`config.mk`:
```
export PLATFORM = sky130hd
export DESIGN_NAME = pixel_match_centroid_core
export DESIGN_NICKNAME = d
export VERILOG_FILES = /design/src/hw/rtl/pmc_pkg.sv /design/src/hw/rtl/pmc_accum.sv /design/src/hw/rtl/pmc_divider.sv /design/src/hw/rtl/pixel_match_centroid_core.sv
export SDC_FILE = /design/constraint.sdc
export NUM_CORES = 1
export LEC_CHECK = 0
export BUFFER_PORTS_ARGS = -buffer_cell sky130_fd_sc_hd__buf_2
export CORE_AREA = 10 10 180 199
export DETAILED_ROUTE_END_ITERATION = 12
export DIE_AREA = 0 0 190 209
export GPL_TIMING_DRIVEN = 0
export PLACE_DENSITY = 0.89
export REMOVE_ABC_BUFFERS = 1
export SYNTH_ARGS = -nofsm -noshare
export SYNTH_HDL_FRONTEND = slang
export SYNTH_SLANG_ARGS = --single-unit
```
`constraint.sdc`:
```
create_clock -name clk -period 20.6 [get_ports clk]
set_input_delay 2.06 -clock clk [delete_from_list [all_inputs] [get_ports clk]]
set_output_delay 2.06 -clock clk [all_outputs]
set_load 0.03 [all_outputs]
```
`src/hw/rtl/pmc_pkg.sv`:
```
// shared constants, types and helpers for the pixel match centroid block
// no dependencies; imported by every module of the block
`timescale 1ns / 1ps
`default_nettype none

package pmc_pkg;

  localparam int MAX_WIDTH  = 4096;
  localparam int MAX_HEIGHT = 4096;

  localparam int PIX_W   = 8;
  localparam int SIZE_W  = 13;
  localparam int POS_W   = 12;
  localparam int SUM_W   = 36;
  localparam int CNT_W   = 25;
  localparam int COORD_W = 12;

  localparam int CFG_IDX_W  = 2;
  localparam int CFG_DATA_W = 13;

  localparam int DIV_CNT_W = $clog2(SUM_W);

  localparam logic [CFG_IDX_W-1:0] REG_FRAME_WIDTH  = 2'd0;
  localparam logic [CFG_IDX_W-1:0] REG_FRAME_HEIGHT = 2'd1;
  localparam logic [CFG_IDX_W-1:0] REG_MATCH_VALUE  = 2'd2;

  localparam logic [SIZE_W-1:0] RST_FRAME_WIDTH  = 13'd1200;
  localparam logic [SIZE_W-1:0] RST_FRAME_HEIGHT = 13'd530;
  localparam logic [PIX_W-1:0]  RST_MATCH_VALUE  = 8'd100;

  localparam logic [SIZE_W-1:0] MAX_WIDTH_SZ  = SIZE_W'(MAX_WIDTH);
  localparam logic [SIZE_W-1:0] MAX_HEIGHT_SZ = SIZE_W'(MAX_HEIGHT);

  // frame totals handed from the accumulator to the sequencer
  typedef struct packed {
    logic [SUM_W-1:0] col_sum;
    logic [SUM_W-1:0] row_sum;
    logic [CNT_W-1:0] hit_count;
  } frame_tot_t;

  // divider status
  typedef struct packed {
    logic busy;
    logic done;
  } div_stat_t;

  // zero counts as one, anything above the limit saturates
  function automatic logic [SIZE_W-1:0] clamp_size(input logic [SIZE_W-1:0] v,
                                                   input logic [SIZE_W-1:0] lim);
    logic [SIZE_W-1:0] r;
    if (v == '0) begin
      r = SIZE_W'(1);
    end else if (v > lim) begin
      r = lim;
    end else begin
      r = v;
    end
    return r;
  endfunction

endpackage

`default_nettype wire

```
`src/hw/rtl/pmc_accum.sv`:
```
// raster position tracking, match test and coordinate sums, plus the config registers
// depends on pmc_pkg
`timescale 1ns / 1ps
`default_nettype none

module pmc_accum (
  input  wire logic                            clk,
  input  wire logic                            rst_n,
  input  wire logic                            cfg_we,
  input  wire logic [pmc_pkg::CFG_IDX_W-1:0]   cfg_index,
  input  wire logic [pmc_pkg::CFG_DATA_W-1:0]  cfg_data,
  input  wire logic                            pix_accept,
  input  wire logic [pmc_pkg::PIX_W-1:0]       pixel,
  output pmc_pkg::frame_tot_t                  frame_tot,
  output logic                                 frame_done
);
  import pmc_pkg::*;

  logic [SIZE_W-1:0] width_r, height_r;
  logic [PIX_W-1:0]  match_r;

  logic [POS_W-1:0]  col_r, col_nxt;
  logic [POS_W-1:0]  row_r, row_nxt;
  logic [SUM_W-1:0]  csum_r, csum_nxt;
  logic [SUM_W-1:0]  rsum_r, rsum_nxt;
  logic [CNT_W-1:0]  cnt_r, cnt_nxt;
  frame_tot_t        snap_r;
  logic              done_r;

  logic [SIZE_W-1:0] w_eff, h_eff;
  logic              hit, row_end, frame_end;
  logic [SUM_W-1:0]  csum_add, rsum_add;
  logic [CNT_W-1:0]  cnt_add;

  always_ff @(posedge clk) begin
    if (!rst_n) begin
      width_r  <= RST_FRAME_WIDTH;
      height_r <= RST_FRAME_HEIGHT;
      match_r  <= RST_MATCH_VALUE;
    end else if (cfg_we) begin
      case (cfg_index)
        REG_FRAME_WIDTH:  width_r  <= cfg_data;
        REG_FRAME_HEIGHT: height_r <= cfg_data;
        REG_MATCH_VALUE:  match_r  <= cfg_data[PIX_W-1:0];
        default: ;
      endcase
    end
  end

  always_comb begin
    w_eff     = clamp_size(width_r, MAX_WIDTH_SZ);
    h_eff     = clamp_size(height_r, MAX_HEIGHT_SZ);
    hit       = (pixel == match_r);
    csum_add  = csum_r + (hit ? SUM_W'(col_r) : '0);
    rsum_add  = rsum_r + (hit ? SUM_W'(row_r) : '0);
    cnt_add   = cnt_r + (hit ? CNT_W'(1) : '0);
    row_end   = ({1'b0, col_r} + SIZE_W'(1)) >= w_eff;
    frame_end = row_end && (({1'b0, row_r} + SIZE_W'(1)) >= h_eff);

    col_nxt  = col_r;
    row_nxt  = row_r;
    csum_nxt = csum_r;
    rsum_nxt = rsum_r;
    cnt_nxt  = cnt_r;
    if (pix_accept) begin
      if (frame_end) begin
        col_nxt  = '0;
        row_nxt  = '0;
        csum_nxt = '0;
        rsum_nxt = '0;
        cnt_nxt  = '0;
      end else begin
        csum_nxt = csum_add;
        rsum_nxt = rsum_add;
        cnt_nxt  = cnt_add;
        if (row_end) begin
          col_nxt = '0;
          row_nxt = row_r + POS_W'(1);
        end else begin
          col_nxt = col_r + POS_W'(1);
        end
      end
    end
  end

  always_ff @(posedge clk) begin
    if (!rst_n) begin
      col_r  <= '0;
      row_r  <= '0;
      csum_r <= '0;
      rsum_r <= '0;
      cnt_r  <= '0;
      done_r <= 1'b0;
    end else begin
      col_r  <= col_nxt;
      row_r  <= row_nxt;
      csum_r <= csum_nxt;
      rsum_r <= rsum_nxt;
      cnt_r  <= cnt_nxt;
      done_r <= pix_accept && frame_end;
    end
  end

  // totals including the last pixel of the frame
  always_ff @(posedge clk) begin
    if (pix_accept && frame_end) begin
      snap_r.col_sum   <= csum_add;
      snap_r.row_sum   <= rsum_add;
      snap_r.hit_count <= cnt_add;
    end
  end

  assign frame_tot  = snap_r;
  assign frame_done = done_r;

endmodule

`default_nettype wire

```
`src/hw/rtl/pmc_divider.sv`:
```
// shared restoring divider, one quotient bit per cycle
// depends on pmc_pkg
`timescale 1ns / 1ps
`default_nettype none

module pmc_divider (
  input  wire logic                       clk,
  input  wire logic                       rst_n,
  input  wire logic                       start,
  input  wire logic [pmc_pkg::SUM_W-1:0]  dividend,
  input  wire logic [pmc_pkg::CNT_W-1:0]  divisor,
  output pmc_pkg::div_stat_t              stat,
  output logic [pmc_pkg::SUM_W-1:0]       quotient
);
  import pmc_pkg::*;

  logic [SUM_W-1:0]     quo_r;
  logic [CNT_W-1:0]     rem_r;
  logic [CNT_W-1:0]     den_r;
  logic [DIV_CNT_W-1:0] cnt_r;
  logic                 busy_r, done_r;

  logic [CNT_W:0]       rem_sh, diff;
  logic                 ge;

  always_comb begin
    rem_sh = {rem_r, quo_r[SUM_W-1]};
    diff   = rem_sh - {1'b0, den_r};
    ge     = rem_sh >= {1'b0, den_r};
  end

  always_ff @(posedge clk) begin
    if (start) begin
      quo_r <= dividend;
      rem_r <= '0;
      den_r <= divisor;
    end else if (busy_r) begin
      quo_r <= {quo_r[SUM_W-2:0], ge};
      rem_r <= ge ? diff[CNT_W-1:0] : rem_sh[CNT_W-1:0];
    end
  end

  always_ff @(posedge clk) begin
    if (!rst_n) begin
      busy_r <= 1'b0;
      done_r <= 1'b0;
      cnt_r  <= '0;
    end else begin
      done_r <= 1'b0;
      if (start) begin
        busy_r <= 1'b1;
        cnt_r  <= '0;
      end else if (busy_r) begin
        cnt_r <= cnt_r + DIV_CNT_W'(1);
        if (cnt_r == DIV_CNT_W'(SUM_W - 1)) begin
          busy_r <= 1'b0;
          done_r <= 1'b1;
        end
      end
    end
  end

  assign stat.busy = busy_r;
  assign stat.done = done_r;
  assign quotient  = quo_r;

endmodule

`default_nettype wire

```
`src/hw/rtl/pixel_match_centroid_core.sv`:
```
// pixel match centroid: top level with the division sequencer and output register
// depends on pmc_pkg, pmc_accum, pmc_divider
//
// usage:
//   in_valid/in_stall/in_pixel carry one gray pixel per beat in raster order.
//   out_valid/out_stall carry one result beat per frame: centroid_x, centroid_y,
//   match_count and found. cfg_we/cfg_index/cfg_data write frame_width (0),
//   frame_height (1) and match_value (2); other indexes are ignored.
//   pixels inside a frame are taken one per cycle. after the last pixel of a
//   frame the block stalls the input while one shared restoring divider forms
//   x then y, one quotient bit per cycle over 36 bits each. out_valid rises as
//   the output register loads, and the input opens again in the same cycle.
//   a result waits in the output register while out_stall is high; pixels of
//   the next frame keep flowing, and only a further frame end waits for it.
//   reset (rst_n low, synchronous) clears positions, sums and count, drops any
//   pending result and restores the register defaults 1200, 530 and 100.
//   with no matching pixel the centroid reads 0 and found is 0.
`timescale 1ns / 1ps
`default_nettype none

module pixel_match_centroid_core (
  input  wire logic                              clk,
  input  wire logic                              rst_n,
  input  wire logic                              cfg_we,
  input  wire logic [pmc_pkg::CFG_IDX_W-1:0]     cfg_index,
  input  wire logic [pmc_pkg::CFG_DATA_W-1:0]    cfg_data,
  input  wire logic                              in_valid,
  output logic                                   in_stall,
  input  wire logic [pmc_pkg::PIX_W-1:0]         in_pixel,
  output logic                                   out_valid,
  input  wire logic                              out_stall,
  output logic [pmc_pkg::COORD_W-1:0]            out_centroid_x,
  output logic [pmc_pkg::COORD_W-1:0]            out_centroid_y,
  output logic [pmc_pkg::CNT_W-1:0]              out_match_count,
  output logic                                   out_found
);
  import pmc_pkg::*;

  typedef enum logic [3:0] {
    ST_ACC  = 4'b0001,
    ST_DIVX = 4'b0010,
    ST_DIVY = 4'b0100,
    ST_HOLD = 4'b1000
  } seq_state_t;

  seq_state_t        state_r, state_nxt;
  frame_tot_t        frame_tot;
  logic              frame_done;
  div_stat_t         div_stat;
  logic [SUM_W-1:0]  quotient;
  logic              div_start;
  logic [SUM_W-1:0]  div_dividend;
  logic              pix_accept;
  logic              out_free;
  logic              load_out;

  logic [COORD_W-1:0] qx_r, qy_r;
  logic               out_valid_r;
  logic [COORD_W-1:0] out_cx_r, out_cy_r;
  logic [CNT_W-1:0]   out_cnt_r;
  logic               out_found_r;
  logic               found;

  assign in_stall   = (state_r != ST_ACC) || frame_done;
  assign pix_accept = in_valid && !in_stall;

  pmc_accum u_accum (
    .clk        (clk),
    .rst_n      (rst_n),
    .cfg_we     (cfg_we),
    .cfg_index  (cfg_index),
    .cfg_data   (cfg_data),
    .pix_accept (pix_accept),
    .pixel      (in_pixel),
    .frame_tot  (frame_tot),
    .frame_done (frame_done)
  );

  pmc_divider u_div (
    .clk      (clk),
    .rst_n    (rst_n),
    .start    (div_start),
    .dividend (div_dividend),
    .divisor  (frame_tot.hit_count),
    .stat     (div_stat),
    .quotient (quotient)
  );

  assign out_free = !out_valid_r || !out_stall;
  assign found    = (frame_tot.hit_count != '0);

  always_comb begin
    state_nxt    = state_r;
    div_start    = 1'b0;
    div_dividend = frame_tot.col_sum;
    load_out     = 1'b0;
    case (state_r)
      ST_ACC: begin
        if (frame_done) begin
          div_start = 1'b1;
          state_nxt = ST_DIVX;
        end
      end
      ST_DIVX: begin
        if (div_stat.done) begin
          div_start    = 1'b1;
          div_dividend = frame_tot.row_sum;
          state_nxt    = ST_DIVY;
        end
      end
      ST_DIVY: begin
        if (div_stat.done) begin
          state_nxt = ST_HOLD;
        end
      end
      ST_HOLD: begin
        if (out_free) begin
          load_out  = 1'b1;
          state_nxt = ST_ACC;
        end
      end
      default: state_nxt = ST_ACC;
    endcase
  end

  always_ff @(posedge clk) begin
    if (!rst_n) begin
      state_r <= ST_ACC;
    end else begin
      state_r <= state_nxt;
    end
  end

  always_ff @(posedge clk) begin
    if (state_r == ST_DIVX && div_stat.done) begin
      qx_r <= quotient[COORD_W-1:0];
    end
    if (state_r == ST_DIVY && div_stat.done) begin
      qy_r <= quotient[COORD_W-1:0];
    end
  end

  always_ff @(posedge clk) begin
    if (!rst_n) begin
      out_valid_r <= 1'b0;
    end else if (load_out) begin
      out_valid_r <= 1'b1;
    end else if (!out_stall) begin
      out_valid_r <= 1'b0;
    end
  end

  always_ff @(posedge clk) begin
    if (load_out) begin
      out_cx_r    <= found ? qx_r : '0;
      out_cy_r    <= found ? qy_r : '0;
      out_cnt_r   <= frame_tot.hit_count;
      out_found_r <= found;
    end
  end

  assign out_valid       = out_valid_r;
  assign out_centroid_x  = out_cx_r;
  assign out_centroid_y  = out_cy_r;
  assign out_match_count = out_cnt_r;
  assign out_found       = out_found_r;

`ifndef ASSERT_OFF
  // no pixel may slip in while a frame's totals are being divided
  a_no_pix_while_div: assert property (@(posedge clk) disable iff (!rst_n)
    pix_accept |-> !div_stat.busy && state_r == ST_ACC)
    else $error("pixel accepted during division");

  // the divider is only restarted when idle or just finished
  a_start_idle: assert property (@(posedge clk) disable iff (!rst_n)
    div_start |-> !div_stat.busy)
    else $error("divider restarted while busy");

  // a frame end is only flagged while accumulating
  a_done_in_acc: assert property (@(posedge clk) disable iff (!rst_n)
    frame_done |-> state_r == ST_ACC)
    else $error("frame end outside accumulate state");

  // an empty frame reports a zero centroid
  a_empty_zero: assert property (@(posedge clk) disable iff (!rst_n)
    (out_valid_r && !out_found_r) |-> (out_cx_r == '0 && out_cy_r == '0 && out_cnt_r == '0))
    else $error("empty frame with nonzero result");

  // loading the output never overwrites a result still waiting
  a_no_overwrite: assert property (@(posedge clk) disable iff (!rst_n)
    load_out |-> (!out_valid_r || !out_stall))
    else $error("pending result overwritten");
`endif

endmodule

`default_nettype wire

```
==> results by group, run 1 <==
Pwr
  • PnR Total Power: 1.82 mW
  • Net Switching: between 0.4 and 0.5 mW
  • Sw Ratio: 22.5%
  • Clk network pwr share: 42.6%
  • Reg power frac: between 40% and 50%
  • Pwr Density: 78.3 mW/mm2
  • Comb power frac: 7.7%
  • Leakage power: 8.90 nW
  • Max VDD drop: 57.8 uV
  • Pint: 1.41 mW

Worst hold path
  • Min-Delay Path Class: reg -> reg
  • Hold depth: 2

Routing
  • DR iter-0 viols: 1,145
  • Drc violations: 0
  • Via count: 16.0k
  • Total wire length: roughly 47,000 um
  • DR WL/cell: 18.5 um
  • Router iterations before antenna repair: 7
  • Vias per cell: 6.23
  • Post-route ant nets: 0

Synth
  • Top-area cell type share of the netlist area: 33.2%
  • Post-synth top area cell: edfxtp_1
  • Most common cell in the synthesized netlist: nand2_1
  • Post-synth EDFFs: approximately 230
  • Post-Syn Area per Cell: 10.1 um2
  • Synth top cells by count: nand2_1, edfxtp_1, dfxtp_1
  • Unique cell type count in the Yosys netlist: between 70 and 80
  • Async S/R FF share, synth: 0%
  • Synth top area cells: edfxtp_1, dfxtp_1, ha_1
  • Synth Flop Type: edfxtp_1
  • Synth Instances: ~2.1k
  • Yosys warnings: 0
  • Seq cells post-synth: around 430
  • Post-synthesis sequential area ratio: between 50 and 60%
  • Cell area after synthesis: between 0.02 and 0.025 mm2

Clock network
  • Clk sink count: 426
  • Num CTS Buffers: 43
  • CTS resizes: 0
  • Root Buffer: clkbuf_16
  • CTS tree: yes
  • Post-CTS setup buffer count: 0
  • H-Tree Depth: 2
  • Worst-path clk slew: 0.06 ns
  • CTS max path bufs: 3
  • Clk_lat worst skew: 0.56 ns
  • # hold bufs at CTS: 0

Finish
  • Layout cell share with drive strength beyond 1: 8.91%
  • Synth-to-Final Area Change: 11.1%
  • # nets final: 2,220
  • Diode count: 0
  • Filler cells: 2,108

Die
  • Initial Util: between 60% and 70%
  • Core Area: 0.0319 mm2
  • Placement Rows: 69
  • Ports: 80
  • Die H: about 210 um
  • Chip width: 190 um
  • Die ar.: 0.0397 mm2

STA
  • Setup TNS: 0 ns
  • Fmax: 167 MHz
  • Hold Slack: ~0.47 ns
  • RSZ-0062 raised after global routing: no
  • Worst-Margin Slew: roughly 1.4 ns
  • Max Clock Skew: 0.0246 ns
  • # setup viols final: 0
  • Max-slew violations: 0
  • Crit share post-route: 29.0%
  • Final hold viol count: 0
  • Tmin final: 5.98 ns
  • Rel. slew slack: around 4.9%

Critical path
  • Cell depth of the worst setup path: 15
  • Buf/Inv on CP: 1
  • CP max FO: 25
  • Crit path cell chain: buf_2, xnor2_1, nand4_1, nor2_2, and2_1, ha_1, fa_1, a21o_1, a21oi_1, o211ai_1, nand3_1, a211oi_1, nand3_1, xor2_1, nor2_1
  • Worst EP required: 20.96 ns
  • Critical path's most frequent cell: nand3_1
  • R2R cell count: 14
  • Worst path top cell family by delay: compound AO/OA/AOI/OAI gates
  • Arr. time, crit path: 6.34 ns
  • Crit path kind: in -> reg
  • Max incr delay on CP: 1.14 ns
  • Startpoint Class: input port
  • Setup crit end kind: flop
  • Slowest-stage cell, CP: a211oi_1

Global routing
  • Met1 Resource Use GR: 26.7%
  • GRT Util Overall: a little under a quarter
  • Met2 GRT Util: 41.9%
  • Initial antenna violation count: 0
  • Largest net degree at the start of global routing: 107
  • Vias in the first global route: 16.2k
  • First-pass GRT wire length: around 78,000 um
  • Global route hottest layer: met2
  • GR Util met3: 4.21%
  • Grt ovf: 0

Placement
  • Gpl congestion: 0.893
  • DPL Wire Length: 31,800 um
  • IO buf count: 79

Flow run
  • Max-cap viol count: 0

Run status
  • Status: completed
## logic make-up (layout without fill, tap and decap cells)
group,Yosys count,after routing,synth area share (%)
buf+inv,160,229,2.99
xor+xnor,159,159,6.64
fa+ha+maj,83,83,5.06
flops,426,426,51.7
simple gates,788,788,18.2
mux,48,48,2.30
compound gates,410,410,13.1
## metrics by stage
step,instances,utilization (%),setup WS (ns),cell area (um2)
final,2569,73.1,14.62,23300
after global routing,2569,73.1,14.41,23300
after CTS,2569,73.1,14.32,23300
after detailed placement,2490,68.7,13.78,21900
after global placement,2471,67.4,8.47,21500
after floorplan,1966,-,11.93,20500
## flip-flops by register name, summed over array words and instances, names as in the netlist, 12 cells and up
name / count
u_accum.csum_r: 36
qx_r: 12
u_div.rem_r: 25
u_accum.width_r: 13
u_accum.col_r: 12
u_accum.rsum_r: 36
u_accum.row_r: 12
u_accum.frame_tot: 97
out_centroid_y: 12
u_div.den_r: 25
out_match_count: 25
out_centroid_x: 12
u_div.quotient: 36
qy_r: 12
u_accum.cnt_r: 25
u_accum.height_r: 13
## layer usage
| metal | part of all wire, % | vias up | wire length (um) |
|---|---|---|---|
| li1 | - | 7543 | - |
| met1 | 39 | 7660 | 18500 |
| met2 | 51 | 629 | 24100 |
| met3 | 6.6 | 164 | 3110 |
| met4 | 3.7 | 0 | 1750 |
| met5 | 0 | - | 0 |
## power by group through the flow
stage,registers [mW],logic [mW],clock network (mW)
global route,0.907,0.156,0.817
finish,0.906,0.141,0.777
CTS,0.906,0.138,0.785
detailed placement,0.924,0.137,0
floorplan,0.921,0.102,0
global placement,0.923,0.131,0
## tightest hold or removal path: cells and delay by family (launching register included)
kind | cells | cell delay [ns]
DFF | 1 | 0.31
and+or+nand+nor | 1 | 0.05
AOI/OAI and AO/OA | 1 | 0.06
## worst paths after layout
check,start,end,slack (ns)
worst min register to register,u_accum.csum_r[0]$_SDFFE_PN0P_,u_accum.csum_r[0]$_SDFFE_PN0P_,0.47
worst min-delay path,u_accum.csum_r[0]$_SDFFE_PN0P_,u_accum.csum_r[0]$_SDFFE_PN0P_,0.47
worst max-delay path,in_pixel[4],u_accum.rsum_r[34]$_SDFFE_PN0P_,14.62
worst max register to register,u_accum.match_r[4]$_SDFFE_PN0P_,u_accum.rsum_r[34]$_SDFFE_PN0P_,15.89
## cell usage in the layout (no fill, tap or decap), drive strengths merged, types with 6 or more instances in the layout
cell type,n
mux2i,47
o211ai,11
a211oi,13
nor2b,36
o21bai,8
and2,38
nand2b,7
a31oi,64
nand3,129
a32o,7
and3,40
ha,80
a21boi,76
nor4,17
o31ai,6
edfxtp,232
o21ai,61
xor2,69
nor3,27
nand2,264
xnor2,90
a21o,23
nor2,140
a41oi,7
buf,98
a21oi,100
nand3b,24
and4,6
inv,51
dfxtp,194
nand4b,8
nand4,31
clkinv,12
clkbuf,62
## area by class of cell
class	instances	area [um2]	area share (%)
clock buffers	62	1220	5.24
multi-input cells	1488	9560	41.1
flip-flops and latches	426	10900	46.6
clock inverters	17	183	0.784
well taps	426	533	2.29
repair buffers	98	743	3.19
inverters	52	198	0.849
Power figures use the tool's default switching activity.
==> run 2, diff against run 1 <==
Settings changed: ABC_AREA from default to 1, CORE_AREA 10 10 180 199 to 10 10 198 219, DIE_AREA 0 0 190 209 to 0 0 208 229, PLACE_DENSITY 0.89 to 0.81.
Clock period 20.6 ns to 4.86 ns, I/O delays scaled along.
==> run 2 against run 1 <==
Synthesized cell count rose by 30%. First-iteration DRC count grew 51%. Power grew to 4.1 times the previous value. Die area is 20% higher. Sequential share of layout area fell by 2.0 points. Clock power rose to 4.4 times the previous value. Sequential power grew to 4.2 times the previous value. Setup slack got worse by 14 ns. Combinational power is 110% higher. Design area increased by 4.4%. Clock-buffer cell count fell by 2.
==> results by group, run 2 <==
Run status
  • Status: completed

Worst hold path
  • Worst Hold Endpoint: u_accum.width_r[4]$_SDFFE_PN1P_
  • Hold path startpoint: cfg_data[4]
  • Hold depth: 3 (+1)
  • Min-Delay Path Class: in -> reg

Pwr
  • Pwr Density: 311 mW/mm2 (+300%)
  • Leakage power: 10.3 nW (+16%)
  • PnR Total Power: 7.55 mW (+310%)
  • Max VDD drop: 260 uV (+350%)

Clock network
  • H-Tree Depth: 2 (unchanged)
  • CTS tree: yes
  • CTS max path bufs: 3 (unchanged)
  • Num CTS Buffers: 43 (unchanged)
  • Root Buffer: clkbuf_16
  • Worst-path clk slew: 0.06 ns (about the same)
  • Post-CTS setup buffer count: 0 (unchanged)
  • # hold bufs at CTS: 0 (unchanged)
  • Clk sink count: 426 (unchanged)
  • Clk_lat worst skew: 0.57 ns (about the same)

STA
  • Rel. slew slack: 30.3% (+25 points)
  • Max-slew violations: 0 (unchanged)
  • RSZ-0062 raised after global routing: no
  • Max Clock Skew: 0.0129 ns (-0.0117 ns)
  • Worst-Margin Slew: 1.04 ns (-0.380 ns)
  • Fmax: 229 MHz
  • # setup viols final: 0 (unchanged)
  • Setup TNS: 0 ns (unchanged)
  • Tmin final: between 4 and 5 ns
  • Final hold viol count: 0 (unchanged)
  • Crit share post-route: 89.8%

Flow run
  • Max-cap viol count: 0 (unchanged)

Critical path
  • Crit path cell chain: ha_1, nand2_1, inv_1, nand4_1, nor3_1, nand3_1, xor2_1, inv_1, ha_1, nand2_1, nor3_1, o21ai_0, nand3_1, nand2_4, buf_16, nor2_4, buf_12
  • Worst path top cell family by delay: simple AND/OR/NAND/NOR gates
  • R2R cell count: 17 (+3)
  • CP startpoint: u_accum.row_r[0]$_SDFFE_PN0P_
  • FF-to-FF setup slack: 0.49 ns (-15.40 ns)
  • Worst EP required: 5.11 ns (-15.85 ns)
  • Slowest-stage cell, CP: nor2_4
  • Reg-to-Reg Start: u_accum.row_r[0]$_SDFFE_PN0P_
  • Crit path kind: reg -> reg
  • CP max FO: 55 (+120%)
  • Buf/Inv on CP: 4 (+3)
  • R2r endpoint: u_accum.frame_tot[46]$_DFFE_PP_
  • Startpoint Class: flop
  • Arr. time, crit path: 4.62 ns (-1.72 ns)
  • Max incr delay on CP: 0.51 ns (-0.63 ns)
  • Setup crit end kind: flop

Synth
  • Synth top cells by count: nand2_1, nor2_1, inv_1
  • Unique cell type count in the Yosys netlist: 47 (-38%)
  • Cell area after synthesis: 0.0219 mm2 (+4.5%)
  • Top-area cell type share of the netlist area: 31.8% (-1.4 points)
  • Synth top area cells: edfxtp_1, dfxtp_1, nand2_1
  • Post-synth top area cell: edfxtp_1
  • Most common cell in the synthesized netlist: nand2_1
  • Post-synthesis sequential area ratio: 49.5% (-2.2 points)
  • Async S/R FF share, synth: 0% (unchanged)
  • Seq cells post-synth: 426 (unchanged)
  • Post-synth EDFFs: 232 (unchanged)
  • Yosys warnings: 0 (unchanged)
  • Synth Flop Type: edfxtp_1
  • Post-Syn Area per Cell: 8.11 um2 (-20%)
  • Synth Instances: 2,703 (+30%)

Global routing
  • Vias in the first global route: 17.8k (+9.9%)
  • GRT Util Overall: 22.4% (-1.0 points)
  • Grt ovf: 0 (unchanged)
  • Initial antenna violation count: 0 (unchanged)
  • First-pass GRT wire length: 89,500 um (+15%)
  • Largest net degree at the start of global routing: 86 (-20%)

Finish
  • Diode count: 0 (unchanged)
  • Most frequent cells in the layout: nand2_1, nor2_1, inv_1, nand3_1, edfxtp_1
  • Fin cells: 3,295 (+28%)
  • Synth-to-Final Area Change: 10.9%
  • Most common cell after layout, fill and taps aside: nand2_1
  • Area of the multi-input gates: 0.00965 mm2 (+0.88%)
  • Area occupied by registers: 0.0109 mm2 (about the same)
  • Filler cells: 3,262 (+55%)
  • Layout cell share with drive strength beyond 1: 6.96% (-2.0 points)
  • # nets final: 2,864 (+29%)
  • Post-layout util: 62.7% (-10 points)
  • Max reg flops: 97 (unchanged)

Routing
  • Vias per cell: 5.61 (-10%)
  • Router iterations before antenna repair: 6 (-1)
  • Drc violations: 0 (unchanged)
  • Post-route ant nets: 0 (unchanged)
  • Via count: 18.5k (+15%)
  • DR WL/cell: 16.7 um (-9.8%)
  • DR iter-0 viols: 1,734 (+51%)
  • Total wire length: 54,900 um (+16%)

Placement
  • IO buf count: 79 (unchanged)
  • Gpl congestion: 0.959 (+7.3%)
  • DPL Wire Length: 39,700 um (+25%)
  • Placed Instances: 3,213 (+29%)

Die
  • Chip width: 208 um (+9.5%)
  • Placement Rows: 76 (+10%)
  • Initial Util: 56.5% (-9.3 points)
  • Core Area: 0.0388 mm2 (+22%)
  • Die H: 229 um (+9.6%)
  • Ports: 80 (unchanged)
  • Die ar.: 0.0476 mm2 (+20%)
==> run 2: changes by cell type after synthesis, moves of 40 or more <==
cell / previous run / this run
a21boi_0: 76 / 4
mux2i_1: 47 / 1
xnor2_1: 90 / 21
clkbuf_1: 85 / 45
a21oi_1: 98 / 161
nand3_1: 128 / 235
nor2_1: 140 / 298
inv_1: 51 / 286
nand2_1: 263 / 719
==> run 2: what timing repair did <==
item / 4_1_cts / 5_1_grt
pin swaps: 0 / 1
setup endpoints to repair: 36 / 71
gates cloned: 1 / 1
gates resized for setup: 3 / 0
==> run 2: cells by family after synthesis <==
logic type	after synthesis	synth area share (%)
AND/OR/NAND/NOR	1424	27.8
flip-flops	426	49.5
buffers and inverters	378	6.72
AO/OA/AOI/OAI	295	7.22
XOR/XNOR	96	3.87
adder cells (fa/ha/maj)	83	4.84
multiplexers	1	0.0457
==> run 2: power breakdown <==
group / total [mW] / internal (mW) / switching [mW]
clock network: 3.42 / 2.01 / 1.41
logic: 0.301 / 0.0954 / 0.206
registers: 3.83 / 3.80 / 0.0325
==> run 2: routing by layer <==
metal / global-route usage (%) / wire length [um]
met5: 0 / 0
met2: 38.9 / 27100
met1: 28.4 / 22800
met3: 3.46 / 3680
met4: 6.46 / 1380
==> run 2: through the flow <==
| stage | worst slack [ns] | cell area [um2] | hold slack [ns] |
|---|---|---|---|
| after global routing | 0.206 | 24300 | 0.196 |
| after detailed placement | -0.137 | 22800 | 0.462 |
| after floorplan | -3.45 | 21500 | 0.440 |
| final | 0.494 | 24300 | 0.188 |
| after global placement | -6.74 | 22600 | 0.454 |
| after CTS | 0.323 | 24300 | 0.157 |
==> run 2: area by class of cell <==
cell class	count	share of cell area (%)
clock buffers	60	4.94
clock inverters	20	1.06
inverters	293	4.56
multi-input cells	1900	39.7
flip-flops and latches	426	44.6
well taps	507	2.61
repair buffers	88	2.50
repair inverters	1	0.0309
==> run 2: worst max path at each step <==
stage	to	slack [ns]	cells past startpoint
2_1_floorplan	u_accum.frame_tot[0]$_DFFE_PP_	-3.45	15
3_3_place_gp	u_accum.frame_tot[44]$_DFFE_PP_	-6.74	15
3_5_place_dp	u_div.quotient[2]$_DFFE_PP_	-0.14	6
4_1_cts	u_accum.frame_tot[39]$_DFFE_PP_	0.32	17
5_1_grt	u_accum.frame_tot[75]$_DFFE_PP_	0.21	15
6_report	u_accum.frame_tot[46]$_DFFE_PP_	0.49	17
==> run 2: worst min-delay path: cells and delay by family <==
kind	cells	cell delay [ns]
buffers and inverters	1	0.12
AND/OR/NAND/NOR	2	0.12
